[config.mk]
export PLATFORM = sky130hd
export DESIGN_NAME = xor_checked_frame_deframer_core
export DESIGN_NICKNAME = d
export VERILOG_FILES = /design/src/rtl/xcfd_pkg.sv /design/src/rtl/xcfd_front.sv /design/src/rtl/xcfd_queue.sv /design/src/rtl/xcfd_back.sv /design/src/rtl/xor_checked_frame_deframer_core.sv
export SDC_FILE = /design/constraint.sdc
export NUM_CORES = 1
export LEC_CHECK = 0
export BUFFER_PORTS_ARGS = -buffer_cell sky130_fd_sc_hd__buf_4
export CORE_ASPECT_RATIO = 1.1
export CORE_MARGIN = 2
export CORE_UTILIZATION = 26
export DETAILED_ROUTE_END_ITERATION = 10
export PLACE_DENSITY_LB_ADDON = 0.05
export SLEW_MARGIN = 30
export SYNTH_ARGS = -nofsm -noshare
export SYNTH_HDL_FRONTEND = slang
export SYNTH_HIERARCHICAL = 1
export SYNTH_SLANG_ARGS = --single-unit
[constraint.sdc]
create_clock -name i_clk -period 3.1 [get_ports i_clk]
set_input_delay 0.465 -clock i_clk [delete_from_list [all_inputs] [get_ports i_clk]]
set_output_delay 0.465 -clock i_clk [all_outputs]
set_load 0.01 [all_outputs]
[src/rtl/xcfd_pkg.sv]
// shared types and codes for the xor-checked frame deframer
package xcfd_pkg;

    // event codes carried with every result
    typedef enum logic [3:0] {
        EV_IGNORED    = 4'd0,
        EV_HEADER     = 4'd1,
        EV_LENGTH_OK  = 4'd2,
        EV_PAYLOAD    = 4'd3,
        EV_CHECK_OK   = 4'd4,
        EV_FRAME_GOOD = 4'd5,
        EV_LENGTH_ERR = 4'd6,
        EV_CHECK_ERR  = 4'd7,
        EV_TAIL_ERR   = 4'd8
    } t_event;

    // configuration register indexes
    localparam logic [1:0] CFG_HEADER  = 2'd0;
    localparam logic [1:0] CFG_LENGTH  = 2'd1;
    localparam logic [1:0] CFG_TAIL    = 2'd2;
    localparam logic [1:0] CFG_PAYLEN  = 2'd3;

    localparam logic [6:0] PAYLEN_RESET = 7'd8;

    // entries of the queue between front and back
    localparam int Q_DEPTH = 2;

    // one classified request
    typedef struct packed {
        t_event      ev;
        logic [7:0]  pbyte;
        logic [5:0]  pindex;
        logic        plast;
    } t_item;

endpackage

[src/rtl/xcfd_front.sv]
// front end: config registers, frame phase machine, byte classification
module xcfd_front #(
    parameter int MAX_PAYLOAD = 64
) (
    input  logic             i_clk,
    input  logic             i_rst_n,
    input  logic             i_cfg_we,
    input  logic [1:0]       i_cfg_index,
    input  logic [7:0]       i_cfg_data,
    input  logic             i_valid,
    input  logic [7:0]       i_rx_byte,
    input  logic             i_full,
    output logic             o_push,
    output xcfd_pkg::t_item  o_item
);
    import xcfd_pkg::*;

    localparam int CNT_W = $clog2(MAX_PAYLOAD + 1);
    localparam logic [7:0] MAX8 = 8'(MAX_PAYLOAD);

    typedef enum logic [4:0] {
        PH_HEADER  = 5'b00001,
        PH_LENGTH  = 5'b00010,
        PH_PAYLOAD = 5'b00100,
        PH_CHECK   = 5'b01000,
        PH_TAIL    = 5'b10000
    } t_phase;

    logic [7:0]       r_hdr;
    logic [7:0]       r_len;
    logic [7:0]       r_tail;
    logic [6:0]       r_plen;
    t_phase           r_phase, n_phase;
    logic [CNT_W-1:0] r_count, n_count;
    logic [7:0]       r_xor, n_xor;

    logic [7:0] len_ext;
    logic [7:0] eff_len;
    logic [7:0] count_ext;
    logic [7:0] count_inc;
    logic       accept;

    assign accept = i_valid && !i_full;
    assign o_push = accept;

    // config writes
    always_ff @(posedge i_clk) begin
        if (!i_rst_n) begin
            r_hdr  <= 8'd0;
            r_len  <= 8'd0;
            r_tail <= 8'd0;
            r_plen <= PAYLEN_RESET;
        end else if (i_cfg_we) begin
            unique case (i_cfg_index)
                CFG_HEADER: r_hdr  <= i_cfg_data;
                CFG_LENGTH: r_len  <= i_cfg_data;
                CFG_TAIL:   r_tail <= i_cfg_data;
                CFG_PAYLEN: r_plen <= i_cfg_data[6:0];
            endcase
        end
    end

    // zero acts as one, oversize clamps to the maximum
    assign len_ext   = 8'(r_plen);
    assign eff_len   = (len_ext == 8'd0) ? 8'd1 : ((len_ext > MAX8) ? MAX8 : len_ext);
    assign count_ext = 8'(r_count);
    assign count_inc = count_ext + 8'd1;

    always_comb begin
        n_phase       = r_phase;
        n_count       = r_count;
        n_xor         = r_xor;
        o_item.ev     = EV_IGNORED;
        o_item.pbyte  = 8'd0;
        o_item.pindex = 6'd0;
        o_item.plast  = 1'b0;
        unique case (r_phase)
            PH_HEADER: begin
                if (i_rx_byte == r_hdr) begin
                    n_count   = '0;
                    n_phase   = PH_LENGTH;
                    o_item.ev = EV_HEADER;
                end
            end
            PH_LENGTH: begin
                if (i_rx_byte == r_len) begin
                    n_count   = '0;
                    n_xor     = 8'd0;
                    n_phase   = PH_PAYLOAD;
                    o_item.ev = EV_LENGTH_OK;
                end else begin
                    // a header byte here restarts the frame
                    if (i_rx_byte != r_hdr) begin
                        n_phase = PH_HEADER;
                        n_count = '0;
                        n_xor   = 8'd0;
                    end
                    o_item.ev = EV_LENGTH_ERR;
                end
            end
            PH_PAYLOAD: begin
                o_item.ev     = EV_PAYLOAD;
                o_item.pbyte  = i_rx_byte;
                o_item.pindex = count_ext[5:0];
                n_xor         = r_xor ^ i_rx_byte;
                n_count       = CNT_W'(count_inc);
                if (count_inc >= eff_len) begin
                    o_item.plast = 1'b1;
                    n_phase      = PH_CHECK;
                end
            end
            PH_CHECK: begin
                if (i_rx_byte == r_xor) begin
                    n_phase   = PH_TAIL;
                    o_item.ev = EV_CHECK_OK;
                end else begin
                    n_phase   = PH_HEADER;
                    n_count   = '0;
                    n_xor     = 8'd0;
                    o_item.ev = EV_CHECK_ERR;
                end
            end
            PH_TAIL: begin
                o_item.ev = (i_rx_byte == r_tail) ? EV_FRAME_GOOD : EV_TAIL_ERR;
                n_phase   = PH_HEADER;
                n_count   = '0;
                n_xor     = 8'd0;
            end
            default: begin
                n_phase = PH_HEADER;
                n_count = '0;
                n_xor   = 8'd0;
            end
        endcase
    end

    always_ff @(posedge i_clk) begin
        if (!i_rst_n) begin
            r_phase <= PH_HEADER;
            r_count <= '0;
            r_xor   <= 8'd0;
        end else if (accept) begin
            r_phase <= n_phase;
            r_count <= n_count;
            r_xor   <= n_xor;
        end
    end

`ifndef SYNTHESIS
    a_last_goes_check: assert property (@(posedge i_clk) disable iff (!i_rst_n)
        accept && o_item.ev == EV_PAYLOAD && o_item.plast |=> r_phase == PH_CHECK)
        else $error("last payload byte did not move to checksum phase");
`endif

endmodule

[src/rtl/xcfd_queue.sv]
// short fifo of classified requests between front and back
module xcfd_queue (
    input  logic             i_clk,
    input  logic             i_rst_n,
    input  logic             i_push,
    input  xcfd_pkg::t_item  i_item,
    input  logic             i_pop,
    output logic             o_valid,
    output logic             o_full,
    output xcfd_pkg::t_item  o_item
);
    import xcfd_pkg::*;

    localparam int PTR_W = (Q_DEPTH > 1) ? $clog2(Q_DEPTH) : 1;
    localparam int CNT_W = $clog2(Q_DEPTH + 1);

    t_item            r_mem [Q_DEPTH];
    logic [PTR_W-1:0] r_wr_ptr;
    logic [PTR_W-1:0] r_rd_ptr;
    logic [CNT_W-1:0] r_count;

    assign o_valid = (r_count != '0);
    assign o_full  = (r_count == CNT_W'(Q_DEPTH));
    assign o_item  = r_mem[r_rd_ptr];

    always_ff @(posedge i_clk) begin
        if (i_push) begin
            r_mem[r_wr_ptr] <= i_item;
        end
    end

    always_ff @(posedge i_clk) begin
        if (!i_rst_n) begin
            r_wr_ptr <= '0;
            r_rd_ptr <= '0;
            r_count  <= '0;
        end else begin
            if (i_push) begin
                r_wr_ptr <= (r_wr_ptr == PTR_W'(Q_DEPTH - 1)) ? '0 : r_wr_ptr + PTR_W'(1);
            end
            if (i_pop) begin
                r_rd_ptr <= (r_rd_ptr == PTR_W'(Q_DEPTH - 1)) ? '0 : r_rd_ptr + PTR_W'(1);
            end
            if (i_push && !i_pop) begin
                r_count <= r_count + CNT_W'(1);
            end else if (!i_push && i_pop) begin
                r_count <= r_count - CNT_W'(1);
            end
        end
    end

`ifndef SYNTHESIS
    a_no_overflow: assert property (@(posedge i_clk) disable iff (!i_rst_n)
        o_full && !i_pop |-> !i_push)
        else $error("push into full queue");
    a_no_underflow: assert property (@(posedge i_clk) disable iff (!i_rst_n)
        i_pop |-> o_valid)
        else $error("pop from empty queue");
`endif

endmodule

[src/rtl/xcfd_back.sv]
// back end: running counters and output register
module xcfd_back (
    input  logic             i_clk,
    input  logic             i_rst_n,
    input  logic             i_q_valid,
    input  xcfd_pkg::t_item  i_item,
    output logic             o_pop,
    input  logic             i_out_stall,
    output logic             o_out_valid,
    output xcfd_pkg::t_item  o_item,
    output logic [31:0]      o_parse_errors,
    output logic [31:0]      o_checksum_errors,
    output logic [31:0]      o_good_frames
);
    import xcfd_pkg::*;

    logic        r_out_valid;
    t_item       r_item;
    logic [31:0] r_parse_total;
    logic [31:0] r_check_total;
    logic [31:0] r_frame_total;

    // output slot frees when empty or taken this cycle
    assign o_pop = i_q_valid && (!r_out_valid || !i_out_stall);

    always_ff @(posedge i_clk) begin
        if (o_pop) begin
            r_item <= i_item;
        end
    end

    always_ff @(posedge i_clk) begin
        if (!i_rst_n) begin
            r_out_valid   <= 1'b0;
            r_parse_total <= 32'd0;
            r_check_total <= 32'd0;
            r_frame_total <= 32'd0;
        end else begin
            if (o_pop) begin
                r_out_valid <= 1'b1;
            end else if (!i_out_stall) begin
                r_out_valid <= 1'b0;
            end
            if (o_pop) begin
                case (i_item.ev) inside
                    EV_LENGTH_ERR, EV_TAIL_ERR: r_parse_total <= r_parse_total + 32'd1;
                    EV_CHECK_ERR:               r_check_total <= r_check_total + 32'd1;
                    EV_FRAME_GOOD:              r_frame_total <= r_frame_total + 32'd1;
                    default: ;
                endcase
            end
        end
    end

    // counters only move when a result is loaded, so they match the held result
    assign o_out_valid       = r_out_valid;
    assign o_item            = r_item;
    assign o_parse_errors    = r_parse_total;
    assign o_checksum_errors = r_check_total;
    assign o_good_frames     = r_frame_total;

`ifndef SYNTHESIS
    a_counts_hold: assert property (@(posedge i_clk) disable iff (!i_rst_n)
        !o_pop |=> $stable(r_parse_total) && $stable(r_check_total) && $stable(r_frame_total))
        else $error("counter moved without a loaded result");
    a_frame_count: assert property (@(posedge i_clk) disable iff (!i_rst_n)
        o_pop && i_item.ev == EV_FRAME_GOOD |=> r_frame_total == $past(r_frame_total) + 32'd1)
        else $error("good frame not counted");
`endif

endmodule

[src/rtl/xor_checked_frame_deframer_core.sv]
// top level of the xor-checked frame deframer
//
// channel  direction  handshake                    payload
// -------  ---------  ---------------------------  ---------------------------------
// in       receive    i_in_valid / o_in_stall      i_rx_byte
// out      send       o_out_valid / i_out_stall    o_event_res .. o_good_frames
// cfg      receive    i_cfg_we (no wait)           i_cfg_index, i_cfg_data
//
// one request per cycle while the output does not stall; a result is offered once its
// request is taken (classified into the queue, then loaded into the output register)
// synchronous active-low reset clears the phase machine, queue, counters and the
// config registers (payload length resets to 8)
// o_in_stall is the queue-full flag; at full rate the queue holds one entry, so it
// rises after the output stalls and falls the cycle after the output is taken
module xor_checked_frame_deframer_core #(
    parameter int MAX_PAYLOAD = 64
) (
    input  logic        i_clk,
    input  logic        i_rst_n,
    // config write port
    input  logic        i_cfg_we,
    input  logic [1:0]  i_cfg_index,
    input  logic [7:0]  i_cfg_data,
    // byte input
    input  logic        i_in_valid,
    output logic        o_in_stall,
    input  logic [7:0]  i_rx_byte,
    // result output
    output logic        o_out_valid,
    input  logic        i_out_stall,
    output logic [3:0]  o_event_res,
    output logic [7:0]  o_payload_byte,
    output logic [5:0]  o_payload_index,
    output logic        o_last_payload,
    output logic [31:0] o_parse_errors,
    output logic [31:0] o_checksum_errors,
    output logic [31:0] o_good_frames
);
    import xcfd_pkg::*;

    logic  push;
    logic  pop;
    logic  q_valid;
    logic  q_full;
    t_item front_item;
    t_item q_item;
    t_item out_item;

    // front classifies each byte as it arrives
    xcfd_front #(
        .MAX_PAYLOAD (MAX_PAYLOAD)
    ) u_front (
        .i_clk       (i_clk),
        .i_rst_n     (i_rst_n),
        .i_cfg_we    (i_cfg_we),
        .i_cfg_index (i_cfg_index),
        .i_cfg_data  (i_cfg_data),
        .i_valid     (i_in_valid),
        .i_rx_byte   (i_rx_byte),
        .i_full      (q_full),
        .o_push      (push),
        .o_item      (front_item)
    );

    // decouples front from output stalls
    xcfd_queue u_queue (
        .i_clk   (i_clk),
        .i_rst_n (i_rst_n),
        .i_push  (push),
        .i_item  (front_item),
        .i_pop   (pop),
        .o_valid (q_valid),
        .o_full  (q_full),
        .o_item  (q_item)
    );

    // back updates counters and holds the result
    xcfd_back u_back (
        .i_clk             (i_clk),
        .i_rst_n           (i_rst_n),
        .i_q_valid         (q_valid),
        .i_item            (q_item),
        .o_pop             (pop),
        .i_out_stall       (i_out_stall),
        .o_out_valid       (o_out_valid),
        .o_item            (out_item),
        .o_parse_errors    (o_parse_errors),
        .o_checksum_errors (o_checksum_errors),
        .o_good_frames     (o_good_frames)
    );

    assign o_in_stall      = q_full;
    assign o_event_res     = out_item.ev;
    assign o_payload_byte  = out_item.pbyte;
    assign o_payload_index = out_item.pindex;
    assign o_last_payload  = out_item.plast;

endmodule
==> results of run 1 <==
-- cells in the final DEF (no fill, tap or decap), drive strengths merged, types with 4 or more instances in the layout --
master	instances
buf	157
dfxtp	153
nor2	124
xnor2	88
edfxtp	57
nand2	47
nand4	39
mux2i	37
clkbuf	36
nor4	32
nand3	30
and2	30
xor2	28
o21ai	27
nor3	27
inv	24
a21oi	22
mux2	21
or3	14
and3	12
and4	12
ha	12
nor3b	10
nand3b	10
a32o	8
clkinv	7
nand2b	6
o21a	5
nor2b	4
-- Yosys cell counts, types with 6 or more instances --
library cell	instances	area share [%]
a21oi_1	21	1.1
xnor2_1	88	7.9
a32o_1	8	0.82
dfxtp_1	153	32
nand2b_1	6	0.39
o21ai_0	27	1.4
edfxtp_1	57	18
inv_1	24	0.93
nor2_1	124	4.8
and3_1	12	0.77
nor3b_1	10	0.77
mux2_2	19	2.2
ha_1	12	1.5
nor3_1	26	1.3
buf_4	7	0.54
xor2_1	24	2.2
nand3b_1	9	0.70
nand4_1	39	2.5
nor4_1	29	1.9
and2_1	29	1.9
and4_1	12	1.1
nand3_1	30	1.5
mux2i_1	37	3.8
nand2_1	47	1.8
clkbuf_1	28	1.1
or3_1	14	0.90
-- routing by layer --
layer  vias to the layer above  wire, um
met1                      3424     12100
li1                       3664         -
met5                         -         0
met4                         0       495
met3                        34      1300
met2                       135     11700
-- cells by family after synthesis --
logic type	count (synthesis)	share of synthesized area [%]
XOR/XNOR	116	10.8
AND/OR/NAND/NOR	411	22.8
buffers and inverters	72	3.48
AO/OA/AOI/OAI	81	6.03
multiplexers	58	6.25
adder cells (fa/ha/maj)	12	1.55
flip-flops	210	49.2
-- sequential cells by signal, summed over array words and instances, names as in the netlist, 2 cells and up, named ones only --
signal                    count
u_front/r_tail                8
u_queue/r_count               2
u_back/o_item                19
u_front/r_xor                 8
u_front/r_phase               5
u_back/o_parse_errors        32
u_queue/r_mem                38
u_front/r_hdr                 8
u_front/r_plen                7
u_front/r_len                 8
u_back/o_checksum_errors     32
u_back/o_good_frames         32
u_front/r_count               7
-- worst paths after layout --
path	start	to	slack [ns]	cells past startpoint
worst max register to register	u_front/r_count[0]	u_front/r_phase[0]	0.34	9
worst min-delay path	i_out_stall	u_back/o_out_valid	0.19	3
worst min register to register	u_back/o_parse_errors[31]	u_back/o_parse_errors[31]	0.49	2
worst max-delay path	u_front/r_count[0]	u_front/r_phase[0]	0.34	9
-- power groups by stage --
stage / Combinational, mW / Sequential, mW / Clock [mW]
finish: 1.04 / 3.21 / 3.14
global route: 1.16 / 3.23 / 3.38
CTS: 1.08 / 3.21 / 3.28
detailed placement: 1.08 / 3.27 / 0
global placement: 1.08 / 3.27 / 0
floorplan: 0.561 / 3.31 / 0
-- per-stage QoR --
step                std cells  util, %  area [um2]  total power [mW]  hold WS (ns)
floorplan                 960        -        9710              3.87         0.461
global placement         1563     30.5       11300              4.35         0.465
detailed placement       1563     30.5       11300              4.35         0.470
CTS                      1611     32.9       12200              7.58         0.152
global route             1611     32.9       12200              7.77         0.180
finish                   1611     32.9       12200              7.39         0.189
-- cell type report --
cell class	count	area, um2
multi-input cells	678	4600
clock inverters	12	140
well taps	494	618
flip-flops and latches	210	4770
repair buffers	157	1190
fillers	3810	24800
clock buffers	36	749
inverters	24	90.1
-- tightest hold or removal path: cells and delay by family --
kind,cells,cell delay [ns]
AND/OR/NAND/NOR,1,0.07
AO/OA/AOI/OAI,1,0.06
buffers and inverters,1,0.09
==> results.json, run 1 <==
{
  "swShare_pct": 25.6,
  "hold_viol": 0,
  "met1_usage_pct": 17.6,
  "grt-ovfl-total": 0,
  "outcome": "completed",
  "via_count": 7257,
  "worst_hold_path_type": "input pin to flip-flop",
  "netSwitchingPower_mw": 1.89,
  "drv_cap": 0,
  "cts-hold-fix-buffers": 0,
  "max_freq_ghz": 0.363,
  "grt_pass1_vias": 7166,
  "drv_slew": 0,
  "fin_crit_sh_pct": 88.9,
  "die_h_um": 207,
  "use_met2_pct": 21.7,
  "timing.critical_path.mode_cell": "ha_1",
  "cp.arrival_ns": 3.17,
  "clk_pin_slew_ns": 0.06,
  "drc": 0,
  "synth_edf_count": 57,
  "fin_setup_tns_ns": 0,
  "io_buffers": 139,
  "syn_avg_cell_area_um2": 10.1,
  "rsz0062_at_grt": "no",
  "antenna_found_initial": 0,
  "syn_area_mm2": 0.00971,
  "drt_iter0_drc": 317,
  "cts_setup_buffers": 0,
  "p_int_mw": 5.50,
  "endpoint_kind": "flip-flop",
  "slowest_delay_ns": 0.46,
  "path_max_fanout": 7,
  "skew_ns": 0.00727,
  "synth_flop_cell": "dfxtp_1",
  "clockBufferDepth": 3,
  "synthesis.nets": 995,
  "via_per_inst": 4.50,
  "ant_nets": 0,
  "dpl.hpwl_um": 17800,
  "fp.dieArea_mm2": 0.0389,
  "p_seq_share_pct": 43.4,
  "grt_pass1_wl_um": 40600,
  "power.leakage_nw": 4.51,
  "met3_usage_pct": 2.27,
  "slowest_stage": "o31ai_2",
  "path_buf_inv": 0,
  "setup_viol": 0,
  "p_clk_share_pct": 42.5,
  "coreArea_mm2": 0.0369,
  "start_kind": "flip-flop",
  "synth_cells": 960,
  "globalRouteTotalUtil_pct": 13.1,
  "gp_congestion": 0.734,
  "cts.sinks": 210,
  "required_ns": 3.52,
  "async_reset_ff_share_pct": 0,
  "critPathKind": "flip-flop to flip-flop",
  "slew_headroom_pct": 55.5,
  "combinationalPowerShare_pct": 14.1,
  "tightest_slew_ns": 0.667,
  "period_needed_ns": 2.76,
  "ir_drop_uv": 351,
  "dr.pass1.iters": 4,
  "yosysUniqueCellTypes": 60,
  "synth_seq_cells": 210,
  "nNetsFinal": 1132,
  "wire_per_inst_um": 15.9,
  "insertion_delay_ns": 0.54,
  "drive_above_1_share_pct": 22.1,
  "worst_slack_ns": 0.344,
  "start_util_pct": 26.3,
  "cts_tree": "built",
  "n_antenna_cell": 0,
  "wl_um": 25600,
  "dpl_worst_slack_ns": 0.337,
  "worstPathCellList": "ha_1 -> and3_1 -> nand3_1 -> xnor2_1 -> ha_1 -> a21oi_1 -> o21ai_0 -> o31ai_2 -> mux2_1",
  "gr-max-usage-layer": "met2",
  "grt_start_max_net_pins": 62,
  "powerDensity_mw_per_mm2": 607,
  "ys_warn_count": 6,
  "root_buffer": "clkbuf_16",
  "cts_buffers": 26,
  "ios": 140,
  "cts_htree_levels": 1,
  "row_count": 74,
  "cts_resized": 0,
  "dieWidth_um": 188,
  "ys_seq_area_share_pct": 49.2,
  "syn2layout_area_growth_pct": 25.2,
  "cp_top_family": "compound AO/OA/AOI/OAI gates"
}
Power figures use the tool's default switching activity.
==> run 2, diff against run 1 <==
==> constraint.sdc (replaced) <==
create_clock -name i_clk -period 2.4 [get_ports i_clk]
set_input_delay 0.36 -clock i_clk [delete_from_list [all_inputs] [get_ports i_clk]]
set_output_delay 0.36 -clock i_clk [all_outputs]
set_load 0.01 [all_outputs]
==> run 2 against run 1 <==
  * Combinational power up 42%
  * Clock skew increased by 0.0079 ns
  * Global-route usage increased by 0.42 points
  * Sequential power increased by 29%
  * Count of clock-buffer cells in the layout decreased by 2
  * Core utilization is 1.7 points higher
  * Design area increased by 5.2%
  * Total power increased by 32%
  * Hold slack lost 0.099 ns
  * Clock power is 31% higher
  * Sequential share of layout area is 1.9 points lower
  * Worst setup slack worse by 0.26 ns
==> results.json, run 2 (synthesized netlist as in run 1, its figures left out) <==
{
  "cts_buffers": 27,
  "die_h_um": 207,
  "powerDensity_mw_per_mm2": 762,
  "n_antenna_cell": 0,
  "start_util_pct": 26.3,
  "combinationalPowerShare_pct": 15.2,
  "min_from": "i_cfg_data[7]",
  "grt_pass1_wl_um": 42000,
  "netSwitchingPower_mw": 2.50,
  "coreArea_mm2": 0.0369,
  "ir_drop_uv": 500,
  "final_cell_area_mm2": 0.0128,
  "outcome": "completed",
  "grt_start_max_net_pins": 43,
  "p_clk_share_pct": 42.2,
  "min_path_cells": 3,
  "drv_slew": 0,
  "regMostFlops": "u_queue/r_mem",
  "root_buffer": "clkbuf_16",
  "wire_per_inst_um": 16.0,
  "reg2reg_depth": 6,
  "row_count": 74,
  "max_freq_ghz": 0.432,
  "clockBufferDepth": 3,
  "io_buffers": 139,
  "slew_headroom_pct": 56.1,
  "drive_above_1_share_pct": 27.4,
  "cts_tree": "built",
  "regToRegEndpoint": "u_back/o_parse_errors[12]",
  "tightest_slew_ns": 0.658,
  "grt-ovfl-total": 0,
  "swShare_pct": 25.6,
  "hold_viol": 0,
  "worstHoldEndpoint": "u_front/r_len[7]",
  "antenna_found_initial": 0,
  "dpl.hpwl_um": 19100,
  "worst_hold_path_type": "input pin to flip-flop",
  "cts-hold-fix-buffers": 0,
  "dr.pass1.iters": 4,
  "syn2layout_area_growth_pct": 31.8,
  "fin_crit_sh_pct": 96.4,
  "grt_pass1_vias": 7497,
  "endpoint_kind": "flip-flop",
  "cts_htree_levels": 1,
  "drt_iter0_drc": 331,
  "power_mw": 9.76,
  "wl_um": 26700,
  "cp.arrival_ns": 2.71,
  "cts.sinks": 210,
  "rsz0062_at_grt": "yes",
  "critPathKind": "flip-flop to flip-flop",
  "nNetsFinal": 1189,
  "place_area_mm2": 0.0118,
  "power.leakage_nw": 4.93,
  "n_fill_cell": 3809,
  "p_int_mw": 7.26,
  "setup_viol": 0,
  "cts_setup_buffers": 0,
  "final_cell_mix": "207 x buf_4, 151 x dfxtp_1, 124 x nor2_1",
  "clk_pin_slew_ns": 0.06,
  "ios": 140,
  "ant_nets": 0,
  "insertion_delay_ns": 0.54,
  "required_ns": 2.80,
  "fp.dieArea_mm2": 0.0389,
  "p_seq_share_pct": 42.6,
  "dieWidth_um": 188,
  "start_kind": "flip-flop",
  "gp_congestion": 0.743,
  "drv_cap": 0,
  "via_per_inst": 4.49,
  "via_count": 7484,
  "largest_register_ffs": 38,
  "path_max_fanout": 14,
  "skew_ns": 0.0152,
  "drc": 0,
  "fin_util_pct": 34.7,
  "mostFrequentLayoutCell": "buf_4",
  "period_needed_ns": 2.31,
  "globalRouteTotalUtil_pct": 13.5,
  "r2r_setup_slack_ns": 0.09
}
-- run 2: cell types whose count changed in the layout (fill, tap and decap cells not counted), sizes merged --
cell      before  now
clkbuf        36   34
bufinv         3    4
buf          157  213
clkinvlp       2    3
-- run 2: metal layers --
layer	share of wire, %	global-route usage, %
met5	0	0
met4	1.6	3.57
met1	45	16.9
met3	3.9	1.94
met2	50	24.4
-- run 2: area by class of cell --
type,instances,area [um2],share of cell area [%]
Timing Repair Buffer,213,1660,12.9
Multi-Input combinational cell,678,4750,37.1
Tap cell,494,618,4.83
Sequential cell,210,4780,37.3
Clock inverter,14,179,1.40
Clock buffer,34,722,5.64
Inverter,24,93.8,0.733
-- run 2: through the flow --
step	std cells	hold WS (ns)	worst slack, ns	TNS [ns]
6_report	1667	0.0893	0.0860	0
2_1_floorplan	960	0.461	-0.0560	-0.119
5_1_grt	1667	0.0896	-0.00653	-0.0121
3_3_place_gp	1619	0.469	0.0438	0
4_1_cts	1667	0.0634	0.0122	0
3_5_place_dp	1619	0.490	0.00209	0
-- run 2: power by group through the flow --
stage	clock, mW	combinational [mW]	sequential [mW]
6_report	4.12	1.48	4.15
3_3_place_gp	0	1.53	4.23
3_5_place_dp	0	1.53	4.24
2_1_floorplan	0	0.779	4.28
4_1_cts	4.30	1.54	4.16
5_1_grt	4.41	1.63	4.19
-- run 2: worst max-delay path by stage --
| stage | end | depth (start not counted) |
|---|---|---|
| floorplan | u_back/o_parse_errors[30] | 9 |
| global route | u_back/o_parse_errors[20] | 6 |
| global placement | u_back/o_good_frames[31] | 7 |
| finish | u_back/o_parse_errors[12] | 6 |
| CTS | u_back/o_good_frames[31] | 7 |
| detailed placement | u_back/o_good_frames[20] | 7 |
-- run 2: critical path, stage by stage, from the launching register on --
cell      delay, ns
dfxtp_4        0.38
mux2_2         0.38
nand3b_1       0.32
a211o_4        0.50
nor4_1         0.39
xnor2_1        0.16
nor2_1         0.05
-- run 2: repair_timing --
item	CTS	global route
pin swaps	0	6
endpoints found under the setup margin	4	23
resized for setup	1	17
==> run 3, diff against run 2 <==
--- a/config.mk
+++ b/config.mk
@@ -6,10 +6,13 @@
 export NUM_CORES = 1
 export LEC_CHECK = 0
 export BUFFER_PORTS_ARGS = -buffer_cell sky130_fd_sc_hd__buf_4
+export CELL_PAD_IN_SITES_DETAIL_PLACEMENT = 0
+export CELL_PAD_IN_SITES_GLOBAL_PLACEMENT = 1
 export CORE_ASPECT_RATIO = 1.1
 export CORE_MARGIN = 2
 export CORE_UTILIZATION = 26
 export DETAILED_ROUTE_END_ITERATION = 10
+export MAX_ROUTING_LAYER = met4
 export PLACE_DENSITY_LB_ADDON = 0.05
 export SLEW_MARGIN = 30
 export SYNTH_ARGS = -nofsm -noshare
==> run 3 against run 2 <==
  * Clock power down 4%
  * Sequential power about the same
  * Clock skew fell by 0.0055 ns
  * Highest routed layer unchanged
==> results.json, run 3 (synthesized netlist as in run 1, its figures left out) <==
{
  "fin_setup_tns_ns": 0,
  "setup_viol": 0,
  "n_antenna_cell": 0,
  "dpl_worst_slack_ns": -0.0252,
  "wl_um": 27400,
  "dr.pass1.iters": 4,
  "drc": 0,
  "grt_start_max_net_pins": 93,
  "insertion_delay_ns": 0.53,
  "tightest_slew_ns": 0.715,
  "drive_above_1_share_pct": 27.4,
  "ant_nets": 0,
  "syn2layout_area_growth_pct": 31.6,
  "largest_register_ffs": 38,
  "clk_pin_slew_ns": 0.06,
  "outcome": "completed",
  "grt_pass1_vias": 7435,
  "reg2reg_depth": 6,
  "cts_buffers": 26,
  "swShare_pct": 25.6,
  "via_per_inst": 4.50,
  "start_util_pct": 26.3,
  "n_fill_cell": 3780,
  "cts_tree": "built",
  "drv_cap": 0,
  "drv_slew": 0,
  "fp.dieArea_mm2": 0.0389,
  "regMostFlops": "u_queue/r_mem",
  "place_area_mm2": 0.0118,
  "endpoint_kind": "flip-flop",
  "ios": 140,
  "mostFrequentLayoutCell": "buf_4",
  "grt_pass1_wl_um": 42600,
  "ir_drop_uv": 570,
  "die_h_um": 207,
  "globalRouteTotalUtil_pct": 14.2,
  "drt_iter0_drc": 250,
  "start_kind": "flip-flop",
  "wire_per_inst_um": 16.5,
  "period_needed_ns": 2.31,
  "power_mw": 9.58,
  "skew_ns": 0.00970,
  "root_buffer": "clkbuf_16",
  "netSwitchingPower_mw": 2.45,
  "combinationalPowerShare_pct": 15.3,
  "grt-ovfl-total": 0,
  "critPathKind": "flip-flop to flip-flop",
  "cts.sinks": 210,
  "fin_crit_sh_pct": 96.2,
  "powerDensity_mw_per_mm2": 749,
  "hold_viol": 0,
  "nNetsFinal": 1185,
  "row_count": 74,
  "via_count": 7482,
  "antenna_found_initial": 0,
  "final_cell_area_mm2": 0.0128,
  "regToRegEndpoint": "u_back/o_parse_errors[24]",
  "crit_end": "u_back/o_parse_errors[24]",
  "p_clk_share_pct": 41.4,
  "max_freq_ghz": 0.433,
  "cp.arrival_ns": 2.72,
  "clockBufferDepth": 3,
  "dpl.hpwl_um": 19600,
  "required_ns": 2.81,
  "min_from": "i_out_stall",
  "slew_headroom_pct": 52.3,
  "path_max_fanout": 17,
  "io_buffers": 139,
  "dieWidth_um": 188,
  "r2r_setup_slack_ns": 0.09,
  "final_cell_mix": "205 x buf_4, 148 x dfxtp_1, 124 x nor2_1",
  "cts_htree_levels": 1,
  "coreArea_mm2": 0.0369,
  "power.leakage_nw": 4.89,
  "p_seq_share_pct": 43.3,
  "p_int_mw": 7.13,
  "gp_congestion": 0.749,
  "worst_hold_path_type": "input pin to flip-flop",
  "worst_slack_ns": 0.0905
}
run 3: cell types whose count changed in the layout (fill, tap and decap cells not counted), sizes merged:
cell and change:
buf -3, bufinv -2, clkbuf +7, clkinv -5, clkinvlp -2, inv -1
run 3: routing by layer:
layer / up-vias / GRT usage (%) / share of wire (%)
met5: - / - / 0
met4: 0 / 3.46 / 1.8
met3: 36 / 2.16 / 3.7
met2: 123 / 25.0 / 50
met1: 3557 / 17.1 / 44
li1: 3766 / - / -
run 3: how the worst min path moves through the flow:
| stage | end | slack [ns] | cells past startpoint |
|---|---|---|---|
| 5_1_grt | u_front/r_hdr[7] | 0.08 | 3 |
| 3_3_place_gp | u_back/o_good_frames[31] | 0.46 | 2 |
| 3_5_place_dp | u_back/o_checksum_errors[31] | 0.48 | 2 |
| 2_1_floorplan | u_queue/r_count[1] | 0.46 | 2 |
| 6_report | u_back/o_out_valid | 0.09 | 3 |
| 4_1_cts | u_front/r_len[7] | 0.06 | 3 |
run 3: repair_timing:
| item | CTS | global route |
|---|---|---|
| endpoints found under the setup margin | 4 | 37 |
| gates cloned | 0 | 0 |
| gates resized for setup | 4 | 27 |
| pin swaps | 0 | 6 |
| hold buffers | 0 | 0 |
| setup buffers | 0 | 2 |
run 3: power groups by stage:
stage	Combinational [mW]	Clock [mW]	Sequential, mW
2_1_floorplan	0.779	0	4.28
3_3_place_gp	1.51	0	4.23
3_5_place_dp	1.50	0	4.23
4_1_cts	1.51	4.12	4.16
5_1_grt	1.61	4.24	4.18
6_report	1.47	3.97	4.15
run 3: worst max-delay path, stage by stage, from the launching register on:
cell and delay [ns]:
dfxtp_4 0.38, mux2_4 0.32, or3b_4 0.45, a211o_4 0.46
nor4_1 0.36, xnor2_1 0.16, nor2_1 0.05
run 3: area by class of cell:
cell class	count	area, um2	share of cell area (%)
Clock buffer	41	788	6.17
Clock inverter	4	68.8	0.538
Inverter	24	93.8	0.734
Multi-Input combinational cell	678	4800	37.5
Sequential cell	210	4790	37.5
Tap cell	494	618	4.84
Timing Repair Buffer	210	1630	12.8
run 3: metrics by stage:
stage,util [%],std cells,hold WS [ns]
floorplan,-,960,0.461
CTS,34.2,1659,0.0649
global route,34.6,1661,0.0789
finish,34.6,1661,0.0905
detailed placement,31.9,1614,0.477
global placement,31.9,1614,0.461
